`src/hdl/bde_pkg.sv`:
```
// Package of the button debouncer: payload structs, record store structs,
// field widths and the button-to-note mapping. Depends on nothing.
`default_nettype none

package bde_pkg;

	localparam int BUTTONS = 64;
	localparam int IDX_W = 6;
	localparam int TIME_W = 6;
	localparam int NOTE_W = 8;

	localparam logic [TIME_W-1:0] HOLD_RESET = 6'd1;
	localparam logic [3:0] ROW_LEN = 4'd6;
	localparam logic [NOTE_W-1:0] NOTE_ROW = 8'd13;
	// 43/256 is close enough to 1/6 that the quotient is exact for indexes below 64.
	localparam logic [11:0] DIV6_RECIP = 12'd43;

	typedef struct packed {
		logic [IDX_W-1:0] btn_id;
		logic live_level;
		logic [TIME_W-1:0] time_ms;
	} sample_t;

	typedef struct packed {
		logic [NOTE_W-1:0] note_number;
		logic note_on;
	} note_t;

	// Record of one button as seen by the update logic.
	typedef struct packed {
		logic level;
		logic pend;
		logic wrap;
		logic [TIME_W-1:0] start;
	} st_rd_t;

	typedef struct packed {
		logic en;
		logic [IDX_W-1:0] idx;
		logic level;
		logic pend;
		logic wrap;
		logic [TIME_W-1:0] start;
	} st_wr_t;

	// Note number of a button: six buttons to a row, thirteen notes per row.
	function automatic logic [NOTE_W-1:0] note_of(input logic [IDX_W-1:0] idx);
		logic [11:0] prod;
		logic [3:0] q;
		logic [5:0] r;
		prod = {6'b0, idx} * DIV6_RECIP;
		q = prod[11:8];
		r = idx - 6'({2'b0, q} * {2'b0, ROW_LEN});
		return 8'({4'b0, q} * NOTE_ROW) + {2'b0, r};
	endfunction

endpackage

`default_nettype wire

```
`src/hdl/bde_store.sv`:
```
// Per-button record store: pending and written flags in flip-flops; debounced
// level, start time and wrap flag in a memory with a registered, forwarded
// read port. Depends on bde_pkg.
`default_nettype none

module bde_store (
	input  logic clk,
	input  logic arst_n,
	input  logic rd_en,
	input  logic [bde_pkg::IDX_W-1:0] rd_idx,
	input  bde_pkg::st_wr_t wr,
	output bde_pkg::st_rd_t rd
);
	import bde_pkg::*;

	logic [BUTTONS-1:0] seen_q;
	logic [BUTTONS-1:0] pend_q;
	logic [IDX_W-1:0] idx_q;
	logic [TIME_W+1:0] mem [BUTTONS];
	logic [TIME_W+1:0] rdata_q;

	always_ff @(posedge clk or negedge arst_n) begin
		if (!arst_n) begin
			seen_q <= '0;
			pend_q <= '0;
			idx_q <= '0;
		end else begin
			if (rd_en) begin
				idx_q <= rd_idx;
			end
			if (wr.en) begin
				seen_q[wr.idx] <= 1'b1;
				pend_q[wr.idx] <= wr.pend;
			end
		end
	end

	// A write to the address being read in the same cycle is forwarded, so a
	// sample that follows one of the same button sees the updated record.
	always_ff @(posedge clk) begin
		if (wr.en) begin
			mem[wr.idx] <= {wr.level, wr.wrap, wr.start};
		end
		if (rd_en) begin
			if (wr.en && wr.idx == rd_idx) begin
				rdata_q <= {wr.level, wr.wrap, wr.start};
			end else begin
				rdata_q <= mem[rd_idx];
			end
		end
	end

	// A button never written since reset reads as released.
	assign rd.level = seen_q[idx_q] & rdata_q[TIME_W+1];
	assign rd.pend = pend_q[idx_q];
	assign rd.wrap = rdata_q[TIME_W];
	assign rd.start = rdata_q[TIME_W-1:0];

endmodule

`default_nettype wire

```
`src/hdl/button_debounce_note_events_top.sv`:
```
// Top level of the button debouncer with note events.
// Depends on bde_pkg and bde_store.
`default_nettype none

// Takes one button sample per cycle, unless a note waits at a stalled output,
// and keeps a debounced level per button. A level change that persists for
// hold_ms milliseconds (on a 64 ms wrapping clock) flips the debounced level
// and emits one note transaction: note on for a press, note off for a release.
// The sustained rate is one sample per clock while the output is not stalled.
// The sample and its button's record are registered together when the sample
// is taken, and the note then loads into the result register once the output
// is free. Samples that cause no note never wait on the output.

module button_debounce_note_events_top (
	input  logic clk,
	input  logic arst_n,
	input  logic sample_valid,
	output logic sample_stall,
	input  bde_pkg::sample_t sample,
	output logic note_valid,
	input  logic note_stall,
	output bde_pkg::note_t note,
	input  logic cfg_valid,
	output logic cfg_ready,
	input  logic [bde_pkg::TIME_W-1:0] cfg_data
);
	import bde_pkg::*;

	logic [TIME_W-1:0] hold_q;
	logic valid_s1;
	sample_t item_s1;
	logic note_valid_q;
	note_t note_q;

	st_rd_t rd;
	st_wr_t wr;

	logic accept;
	logic in_range;
	logic same;
	logic held;
	logic emit;
	logic out_free;
	logic s1_done;
	logic [TIME_W:0] end_sum;
	logic [TIME_W:0] start_sum;
	logic [TIME_W-1:0] t;

	bde_store u_store (
		.clk(clk),
		.arst_n(arst_n),
		.rd_en(accept),
		.rd_idx(sample.btn_id),
		.wr(wr),
		.rd(rd)
	);

	assign t = item_s1.time_ms;
	assign in_range = ({1'b0, item_s1.btn_id} < 7'(BUTTONS));
	assign same = (item_s1.live_level == rd.level);
	assign end_sum = {1'b0, rd.start} + {1'b0, hold_q};
	assign start_sum = {1'b0, t} + {1'b0, hold_q};

	always_comb begin
		if (rd.wrap) begin
			held = (end_sum[TIME_W-1:0] <= t) && (rd.start > t);
		end else begin
			held = !((rd.start <= t) && (end_sum > {1'b0, t}));
		end
	end

	assign emit = valid_s1 && in_range && !same && rd.pend && held;
	assign out_free = !note_valid_q || !note_stall;
	assign s1_done = valid_s1 && (!emit || out_free);
	assign sample_stall = valid_s1 && !s1_done;
	assign accept = sample_valid && !sample_stall;

	// A record that is already pending keeps its start time until it resolves.
	always_comb begin
		wr.en = s1_done && in_range;
		wr.idx = item_s1.btn_id;
		wr.level = emit ? ~rd.level : rd.level;
		wr.pend = !same && (!rd.pend || !held);
		wr.wrap = rd.pend ? rd.wrap : start_sum[TIME_W];
		wr.start = rd.pend ? rd.start : t;
	end

	always_ff @(posedge clk or negedge arst_n) begin
		if (!arst_n) begin
			hold_q <= HOLD_RESET;
			valid_s1 <= 1'b0;
			note_valid_q <= 1'b0;
		end else begin
			if (cfg_valid) begin
				hold_q <= cfg_data;
			end
			if (accept) begin
				valid_s1 <= 1'b1;
			end else if (s1_done) begin
				valid_s1 <= 1'b0;
			end
			if (emit && s1_done) begin
				note_valid_q <= 1'b1;
			end else if (!note_stall) begin
				note_valid_q <= 1'b0;
			end
		end
	end

	always_ff @(posedge clk) begin
		if (accept) begin
			item_s1 <= sample;
		end
		if (emit && s1_done) begin
			note_q.note_number <= note_of(item_s1.btn_id);
			note_q.note_on <= item_s1.live_level;
		end
	end

	assign note_valid = note_valid_q;
	assign note = note_q;
	assign cfg_ready = 1'b1;

endmodule

`default_nettype wire

```
`config.mk`:
```
export PLATFORM = sky130hd
export DESIGN_NAME = button_debounce_note_events_top
export DESIGN_NICKNAME = d
export VERILOG_FILES = /design/src/hdl/bde_pkg.sv /design/src/hdl/bde_store.sv /design/src/hdl/button_debounce_note_events_top.sv
export SDC_FILE = /design/constraint.sdc
export NUM_CORES = 1
export LEC_CHECK = 0
export ABC_AREA = 1
export BUFFER_PORTS_ARGS = -buffer_cell sky130_fd_sc_hd__buf_4
export CAP_MARGIN = 40
export CORE_MARGIN = 2
export CORE_UTILIZATION = 58
export CTS_BUF_LIST = sky130_fd_sc_hd__clkbuf_4 sky130_fd_sc_hd__clkbuf_8 sky130_fd_sc_hd__clkbuf_16
export CTS_CLUSTER_SIZE = 40
export DETAILED_ROUTE_END_ITERATION = 6
export GPL_TIMING_DRIVEN = 0
export PLACE_DENSITY_LB_ADDON = 0.2
export SLEW_MARGIN = 20
export SYNTH_ARGS = -nofsm -noshare
export SYNTH_HDL_FRONTEND = slang
export SYNTH_SLANG_ARGS = --single-unit
```
`constraint.sdc`:
```
create_clock -name clk -period 13.6 [get_ports clk]
set_input_delay 0.68 -clock clk [delete_from_list [all_inputs] [get_ports clk]]
set_output_delay 0.68 -clock clk [all_outputs]
set_load 0.01 [all_outputs]
```
==> results of run 1 <==
## layout make-up
class	count	area [um2]
fillers	3962	17600
multi-input cells	1764	9400
diodes	1	2.50
clock inverters	29	359
plain buffers	172	779
inverters	202	758
repair buffers	61	818
clock buffers	98	2020
well taps	688	861
flip-flops and latches	684	19800
## worst paths after layout
check	start	endpoint	slack (ns)	depth (start not counted)
setup reg to reg	item_s1[10]	note[8]	6.77	25
hold reg to reg	u_store.seen_q[31]	u_store.seen_q[31]	0.46	2
setup / recovery	item_s1[10]	note[8]	6.77	25
max in group asynchronous	arst_n	hold_q[0]	12.17	3
hold / removal	sample[0]	t[0]	0.23	1
min in group asynchronous	arst_n	u_store.seen_q[48]	0.59	2
## kinds of logic after synthesis
kind of cell               synth area share
adders and majority gates            0.0388
and+or+nand+nor                       0.159
buffers and inverters                0.0501
muxes                               0.00220
AOI/OAI and AO/OA                    0.0978
DFF                                   0.646
other                              0.000122
xor gates and xnor gates            0.00599
## where the power goes
part           total, mW  leakage [nW]  switching (mW)  internal [mW]
sequential          2.49          6.50          0.0360           2.45
combinational       1.24          6.20           0.804          0.434
clock               1.99          1.19           0.854           1.14
## cell usage after synthesis, drive strengths merged
master / instances / share of area
nor4: 1 / 0.00041
conb: 1 / 0.00012
o21bai: 7 / 0.0017
o22ai: 134 / 0.027
a21o: 3 / 0.00073
nand3b: 1 / 0.00024
edfxtp: 542 / 0.53
o211ai: 14 / 0.0034
dfstp: 1 / 0.00086
clkinv: 1 / 0.00012
dfrtp: 141 / 0.12
xnor2: 9 / 0.0026
o21ai: 331 / 0.054
and2: 1 / 0.00020
a31o: 1 / 0.00029
nand2: 447 / 0.055
fa: 12 / 0.0078
nor2: 388 / 0.048
or2: 3 / 0.00061
ha: 76 / 0.031
inv: 201 / 0.025
mux2: 6 / 0.0022
clkbuf: 111 / 0.014
o211a: 1 / 0.00033
nand3: 194 / 0.038
o311ai: 6 / 0.0017
o221ai: 18 / 0.0051
nand4: 79 / 0.016
xor2: 12 / 0.0034
buf: 61 / 0.012
a21oi: 19 / 0.0031
## flip-flops by register name (all words and copies together) (netlist names)
register and count:
u_store.mem 512, u_store.pend_q 64, u_store.seen_q 64, hold_q 6, note_valid 1, item_s1 7, valid_s1 1, u_store.rdata_q 8
note 9, u_store.idx_q 6, t 6
## metrics by stage
stage,utilization,hold WS [ns]
finish,0.664,0.232
global route,0.664,0.226
detailed placement,0.618,0.450
global placement,0.606,0.446
CTS,0.664,0.213
floorplan,-,0.384
## metal layers
layer  share of wire  track usage  up-vias
met5         0.00012            0        -
li1                -            -    10200
met4           0.051        0.189        2
met1            0.38        0.569    11800
met2            0.43        0.594     1746
met3            0.13        0.109      304
## critical path, cell delays in order (launching register included)
cell,delay [ns]
sky130_fd_sc_hd__edfxtp_1,0.63
sky130_fd_sc_hd__ha_1,0.39
sky130_fd_sc_hd__inv_1,0.05
sky130_fd_sc_hd__fa_1,0.48
sky130_fd_sc_hd__fa_1,0.55
sky130_fd_sc_hd__inv_1,0.04
sky130_fd_sc_hd__ha_1,0.28
sky130_fd_sc_hd__nand4_1,0.09
sky130_fd_sc_hd__o221ai_1,0.27
sky130_fd_sc_hd__a21o_1,0.23
sky130_fd_sc_hd__a21o_1,0.15
sky130_fd_sc_hd__xor2_1,0.33
sky130_fd_sc_hd__inv_1,0.19
sky130_fd_sc_hd__fa_1,0.56
sky130_fd_sc_hd__inv_1,0.07
sky130_fd_sc_hd__ha_1,0.35
sky130_fd_sc_hd__nand2_1,0.06
sky130_fd_sc_hd__o21ai_0,0.23
sky130_fd_sc_hd__xnor2_1,0.18
sky130_fd_sc_hd__xor2_1,0.21
sky130_fd_sc_hd__fa_1,0.45
sky130_fd_sc_hd__ha_1,0.29
sky130_fd_sc_hd__inv_1,0.06
sky130_fd_sc_hd__o21ai_0,0.19
sky130_fd_sc_hd__a21oi_1,0.10
sky130_fd_sc_hd__xnor2_1,0.13
==> flow_results.org, run 1 <==
** Detailed routing
- Remaining DRCs :: 0
- Count of nets left with antenna violations after detail routing :: 0
- In the routed layout, each cell is associated on average with a via count of 6.50.
- Total number of vias :: 24000
- The final layout contains routed wiring with a total length of 110000 um.
- Routed length per instance :: ~30 um
- Initial DRT Pass Iterations :: 6
- Iter 0 DRT Violations :: 3735

** Placed design
- Final Wtd Congestion :: approximately 1.0
- OpenSTA, run right after detailed placement, puts the worst setup slack at 6.81 ns.
- Counting tap cells, the placed design contains a total of 3568 instances.
- Count of input and output buffers :: 33
- Once placement finished, the instance area stood at around 32000 um2.
- Detailed placement HPWL :: a little under 80000 um

** Finish
- The top cell types in the final layout, fill and taps aside, are 542 x sky130_fd_sc_hd__edfxtp_1, 444 x sky130_fd_sc_hd__nand2_1, 387 x sky130_fd_sc_hd__nor2_1.
- The net count of the finished layout is approximately 3000.
- Compared with the post-synthesis result, the final layout area differs by 13.5%.
- In the final layout, the share of cells above drive strength 1 is 0.0997.
- The library cell used most frequently in the layout, excluding fill and tap cells, is sky130_fd_sc_hd__edfxtp_1.
- Post-route non-filler standard cell count :: 3699
- The finished cells cover 34800 um2.

** Floorplan
- Initial cell density of the core :: 0.585
- Die width :: ~230 um
- I/O pin cnt :: 36
- The die covers 54800 um2.
- Core Box Area :: roughly 52000 um2
- Height of the chip :: 234 um
- Number of core rows :: 84

** CTS
- No sink is reached through more buffers than the 3 on the longest clock path.
- Cell at the root of the clock tree :: sky130_fd_sc_hd__clkbuf_16
- Skew-Pair Late Insertion Delay :: 0.63 ns
- Clock-pin slew was measured on the worst setup and hold paths at 0.06 ns.
- Resized Gates After CTS :: 0
- H-tree lvl count :: 3
- Quantity of hold-fixing buffers added after cts :: 1
- The number of clock buffers added by TritonCTS is 71.
- Once the clock tree was built, the setup fixing pass inserted 0 buffers.
- Clock tree from TritonCTS :: yes
- CTS saw 684 sinks.

** Synth
- Synth warn :: 0
- The number of nets handed over by synthesis was 2934.
- Each instance of the synthesized netlist takes up on average 10.9 um2.
- In this run, synthesis produced a sequential element count of ~680.
- Post-synthesis instance total :: roughly 2800
- The share of the Yosys chip area taken by registers is 0.646.
- The synthesized netlist contains 39 unique library cells.
- The synthesized netlist occupies a cell area of 30700 um2.

** Critical path
- Arrival time worst endpoint :: roughly 7.2 ns
- Kind of critical path :: reg -> reg
- Maximum fanout along the worst path :: 11
- The worst setup path is launched from a flip-flop.
- The worst setup path is captured at a flip-flop.
- Data on the critical path is required at its endpoint by 13.97 ns.

** STA
- Post-route worst setup slack :: 6.77 ns
- Final TNS setup :: 0 ns
- Period Utilization, post-route :: 0.502
- Total setup violations reported at the end of the flow :: 0
- For this run, the top clock speed supported by timing is roughly 150 MHz.
- In this run the tightest slew margin relative to its limit is 0.358.
- For the pin with the worst max-slew slack, the measured transition is around 0.96 ns.
- Setup repair after global routing left no endpoint under its margin.
- Count of endpoints failing hold in the final timing report :: 0
- Time the worst path needs with I/O delays and setup :: 6.83 ns
- Clock skew on the completed layout was measured at 0.0291 ns.
- The count of final max-slew check failures came to 0.

** GRT
- First-pass GRT wire length :: between 150000 and 200000 um
- The number of global-route vias before repair was 22300.
- Across every metal layer, demand over resource in global routing totals 0.406.
- The initial antenna violation count was 2.
- Entering global routing, the biggest net connects 84 pins.
- Overflow left after global routing :: 0

** Pwr
- Overall power after layout :: 5.72 mW
- Static Leakage :: 13.9 nW
- Power spread over the standard cell area amounts to 164 nW/um2.
- VDD sags by at most 0.000178 V.

** Status
- Result of the run :: finished, final reports clean

** Job
- Across the run, the number of max-cap violations was 0.

** Worst hold path
- The min-delay analysis places its worst path in the category in -> reg.
Note: power is estimated with default switching activity, not from simulation.
==> inputs of run 2 (changes only) <==
--- a/config.mk
+++ b/config.mk
@@ -9,7 +9,7 @@
 export BUFFER_PORTS_ARGS = -buffer_cell sky130_fd_sc_hd__buf_4
 export CAP_MARGIN = 40
 export CORE_MARGIN = 2
-export CORE_UTILIZATION = 58
+export CORE_UTILIZATION = 57
 export CTS_BUF_LIST = sky130_fd_sc_hd__clkbuf_4 sky130_fd_sc_hd__clkbuf_8 sky130_fd_sc_hd__clkbuf_16
 export CTS_CLUSTER_SIZE = 40
 export DETAILED_ROUTE_END_ITERATION = 6
==> constraint.sdc (replaced) <==
create_clock -name clk -period 5.8 [get_ports clk]
set_input_delay 0.29 -clock clk [delete_from_list [all_inputs] [get_ports clk]]
set_output_delay 0.29 -clock clk [all_outputs]
set_load 0.01 [all_outputs]
==> run 2 against run 1 <==
  * The run now ends with negative setup slack left
  * Combinational power grew to 2.9 times the previous value
  * Hold slack lost 0.11 ns
  * Design area is 1.6% higher
  * Sequential share of layout area shrank 0.90 points
  * Critical path depth is the same
  * Clock skew grew 0.0070 ns
  * Core utilization shrank 0.26 points
  * Sequential power rose by 130%
  * Via count grew 0.84%
  * Sequential cell count unchanged
  * Die area increased by 1.7%
  * Total power rose by 150%
  * Largest cell class unchanged
  * Largest power group unchanged
==> flow_results.org, run 2 (synthesis results as in run 1) <==
** Detailed routing
- Wire segments on met3 add up to 14400 um in the final route.
- The highest layer touched by signal routing is met5.
- In the final routed layout, each cell accounts on average for 29.3 um.
- Total number of vias :: 24200
- Once detail routing completed, the nets flagged for antenna violations numbered 0.
- Remaining DRCs :: 0
- Iter 0 DRT Violations :: 3901
- Routed wl met2 :: ~48000 um
- For this run, the detailed router's first-pass iteration total came to 6.
- Via count normalized by instance count :: between 6 and 7
- M1 wire length :: between 40000 and 50000 um
- The final layout contains routed wiring with a total length of 109000 um.

** Floorplan
- 36 I/O pins were placed.
- Core Box Area :: 53500 um2
- In this run the horizontal extent of the chip is roughly 240 um.
- Die ar. :: between 50000 and 60000 um2
- Height of the chip :: 236 um
- For this configuration, the core starts out at a cell density of 0.574.
- Number of core rows :: 85

** Worst hold path
- The worst hold path belongs to the class in -> reg.
- Origin of the worst min-delay path :: cfg_valid

** Placed design
- Routability-driven placement finished with a final weighted congestion of 0.997.
- At the placement stage, the worst setup path has a slack of -0.535 ns.
- Once placement completed, the tool counted placed cells totaling 3573.
- Placed Area :: ~32000 um2
- Detailed placement HPWL :: 76100 um
- Port buffering added 33 buffers.

** GRT
- Entering global routing, the biggest net connects 94 pins.
- Across every metal layer, demand over resource in global routing totals 0.393.
- Initial antenna violation count :: 3
- Via count of the first global-routing pass :: 22900
- After global routing the overflow that remains totals 0.
- The first global-routing pass estimated 156000 um of wire.

** Status
- The run finished, with violations left.
- The checks that failed: negative setup slack.

** STA
- Once routing completed, OpenROAD measured the worst setup slack at -0.0963 ns.
- For this run, the top clock speed supported by timing is 170 MHz.
- Count of endpoints failing hold in the final timing report :: 0
- Time the worst path needs with I/O delays and setup :: 5.90 ns
- On the final layout, the worst hold slack is between 0.1 and 0.15 ns.
- Unrepaired setup endpoints after global routing :: true
- Headroom to the max-slew limit came out at 0.365.
- Dividing the final minimum period by the clock period gives 1.02.
- Final count of pins violating max slew :: 0
- Setup violations remaining at the end of the flow were counted as 3.
- Worst setup skew after layout :: between 0.03 and 0.04 ns
- Measured slew at the worst slew-check pin :: 0.953 ns

** Pwr
- Power density over cell area :: 402 nW/um2
- For this design the static power due to leakage is 14.1 nW.
- Across the VDD grid, the largest voltage drop is 0.000516 V.

** CTS
- Clk buf depth :: 3
- Skew-Pair Late Insertion Delay :: ~0.64 ns
- Counting the buffers created by CTS gives a little over 70.
- Clock-pin slew was measured on the worst setup and hold paths at 0.06 ns.
- The cell sitting at the root of the clock tree is a sky130_fd_sc_hd__clkbuf_16.
- The clock net in this run drives a total of about 680 sinks.
- H-tree lvl count :: 3
- Clock tree from TritonCTS :: yes

** Critical path
- Data on the critical path arrives at its endpoint at 6.25 ns.
- Sum of buffers and inverters on the critical path :: 5
- Data required time at the worst endpoint :: 6.16 ns
- In this design, the stage delay of the slowest critical-path cell is 0.54 ns.
- Category of cells accounting for the largest share of critical-path delay :: adder cells
- Critical path capture point type :: flip-flop
- STA classifies the critical path startpoint as a flip-flop.
- The worst setup path is of the reg -> reg kind.
- The critical path starts at item_s1[10].
- The worst register-to-register path begins at item_s1[10].
- The largest individual stage delay along the critical path comes from the cell sky130_fd_sc_hd__fa_2.
- Along the worst path, the maximum fanout reaches 4.

** Finish
- FILL cells :: 4071
- Leading registers by flop count :: u_store.mem: 512 flops, u_store.pend_q: 64 flops, u_store.seen_q: 64 flops
- Fraction of layout cells with a size suffix above 1 :: 0.113
- Counting flops per register, the top entry is u_store.mem.
- The register with the most flip-flops in the layout has a little over 500 of them.
- Number of nets in the finished design :: 3101
- Compared with the post-synthesis result, the final layout area differs by 15.4%.
- Summing all non-filler instances in the final layout gives an area of 35400 um2.
- Summing all flip-flop and latch instances after layout gives between 15000 and 20000 um2.
- Area of the multi-input gates :: between 9000 and 10000 um2
- The library cells used most frequently in the layout, excluding fill and tap cells, are 542 x sky130_fd_sc_hd__edfxtp_1, 441 x sky130_fd_sc_hd__nand2_1, 387 x sky130_fd_sc_hd__nor2_1.
- Post-route non-filler standard cell count :: 3742
- Most common library cell in the layout ignoring fill and taps :: sky130_fd_sc_hd__edfxtp_1

** Job
- The tool flagged a number of max-cap violations equal to 0.
run 2: cell types whose count changed in the layout (fill, tap and decap cells not counted), sizes merged:
cell,before,now
buf,121,133
bufinv,4,6
clkbuf,209,202
clkinv,20,27
clkinvlp,1,3
dlygate4sd3,1,21
inv,206,205
run 2: what timing repair did:
action                                 CTS  global route
buffers inserted                        14             3
hold buffers                            21             0
resized for setup                       10            19
endpoints found under the hold margin   69             0
setup endpoints to repair                4             3
pin swaps                               14            24
run 2: layer usage:
metal | GRT usage | up-vias
li1 | - | 10300
met1 | 0.544 | 11800
met2 | 0.584 | 1871
met3 | 0.0967 | 332
met4 | 0.199 | 2
met5 | 0 | -
run 2: layout make-up:
class / instances / share of cell area
sequential: 684 / 0.560
multi-input combinational: 1764 / 0.271
clock buffer: 91 / 0.0568
timing repair buffer: 93 / 0.0319
tap: 696 / 0.0246
buffer: 172 / 0.0220
inverter: 202 / 0.0214
clock inverter: 39 / 0.0115
antenna: 1 / 0.0000707
run 2: worst paths after layout:
| path | end | slack [ns] | cells past startpoint |
|---|---|---|---|
| worst max-delay path | note[8] | -0.1 | 25 |
| worst min-delay path | hold_q[4] | 0.13 | 2 |
| worst max register to register | note[8] | -0.1 | 25 |
| worst min register to register | u_store.seen_q[30] | 0.46 | 2 |
| max in group asynchronous | hold_q[0] | 4.80 | 3 |
| min in group asynchronous | u_store.seen_q[2] | 0.15 | 2 |
run 2: power by group:
part	internal [mW]	switching, mW
clock network	2.75	2.01
logic	1.46	2.17
registers	5.75	0.0772
run 2: stage by stage:
step                 util  setup TNS [ns]  power [mW]
detailed placement  0.607           -1.42        8.85
finish              0.662          -0.161        14.2
floorplan               -               0        7.82
CTS                 0.659          -0.149        13.7
global route        0.662          -0.921        14.7
global placement    0.595        -1139.28        8.62
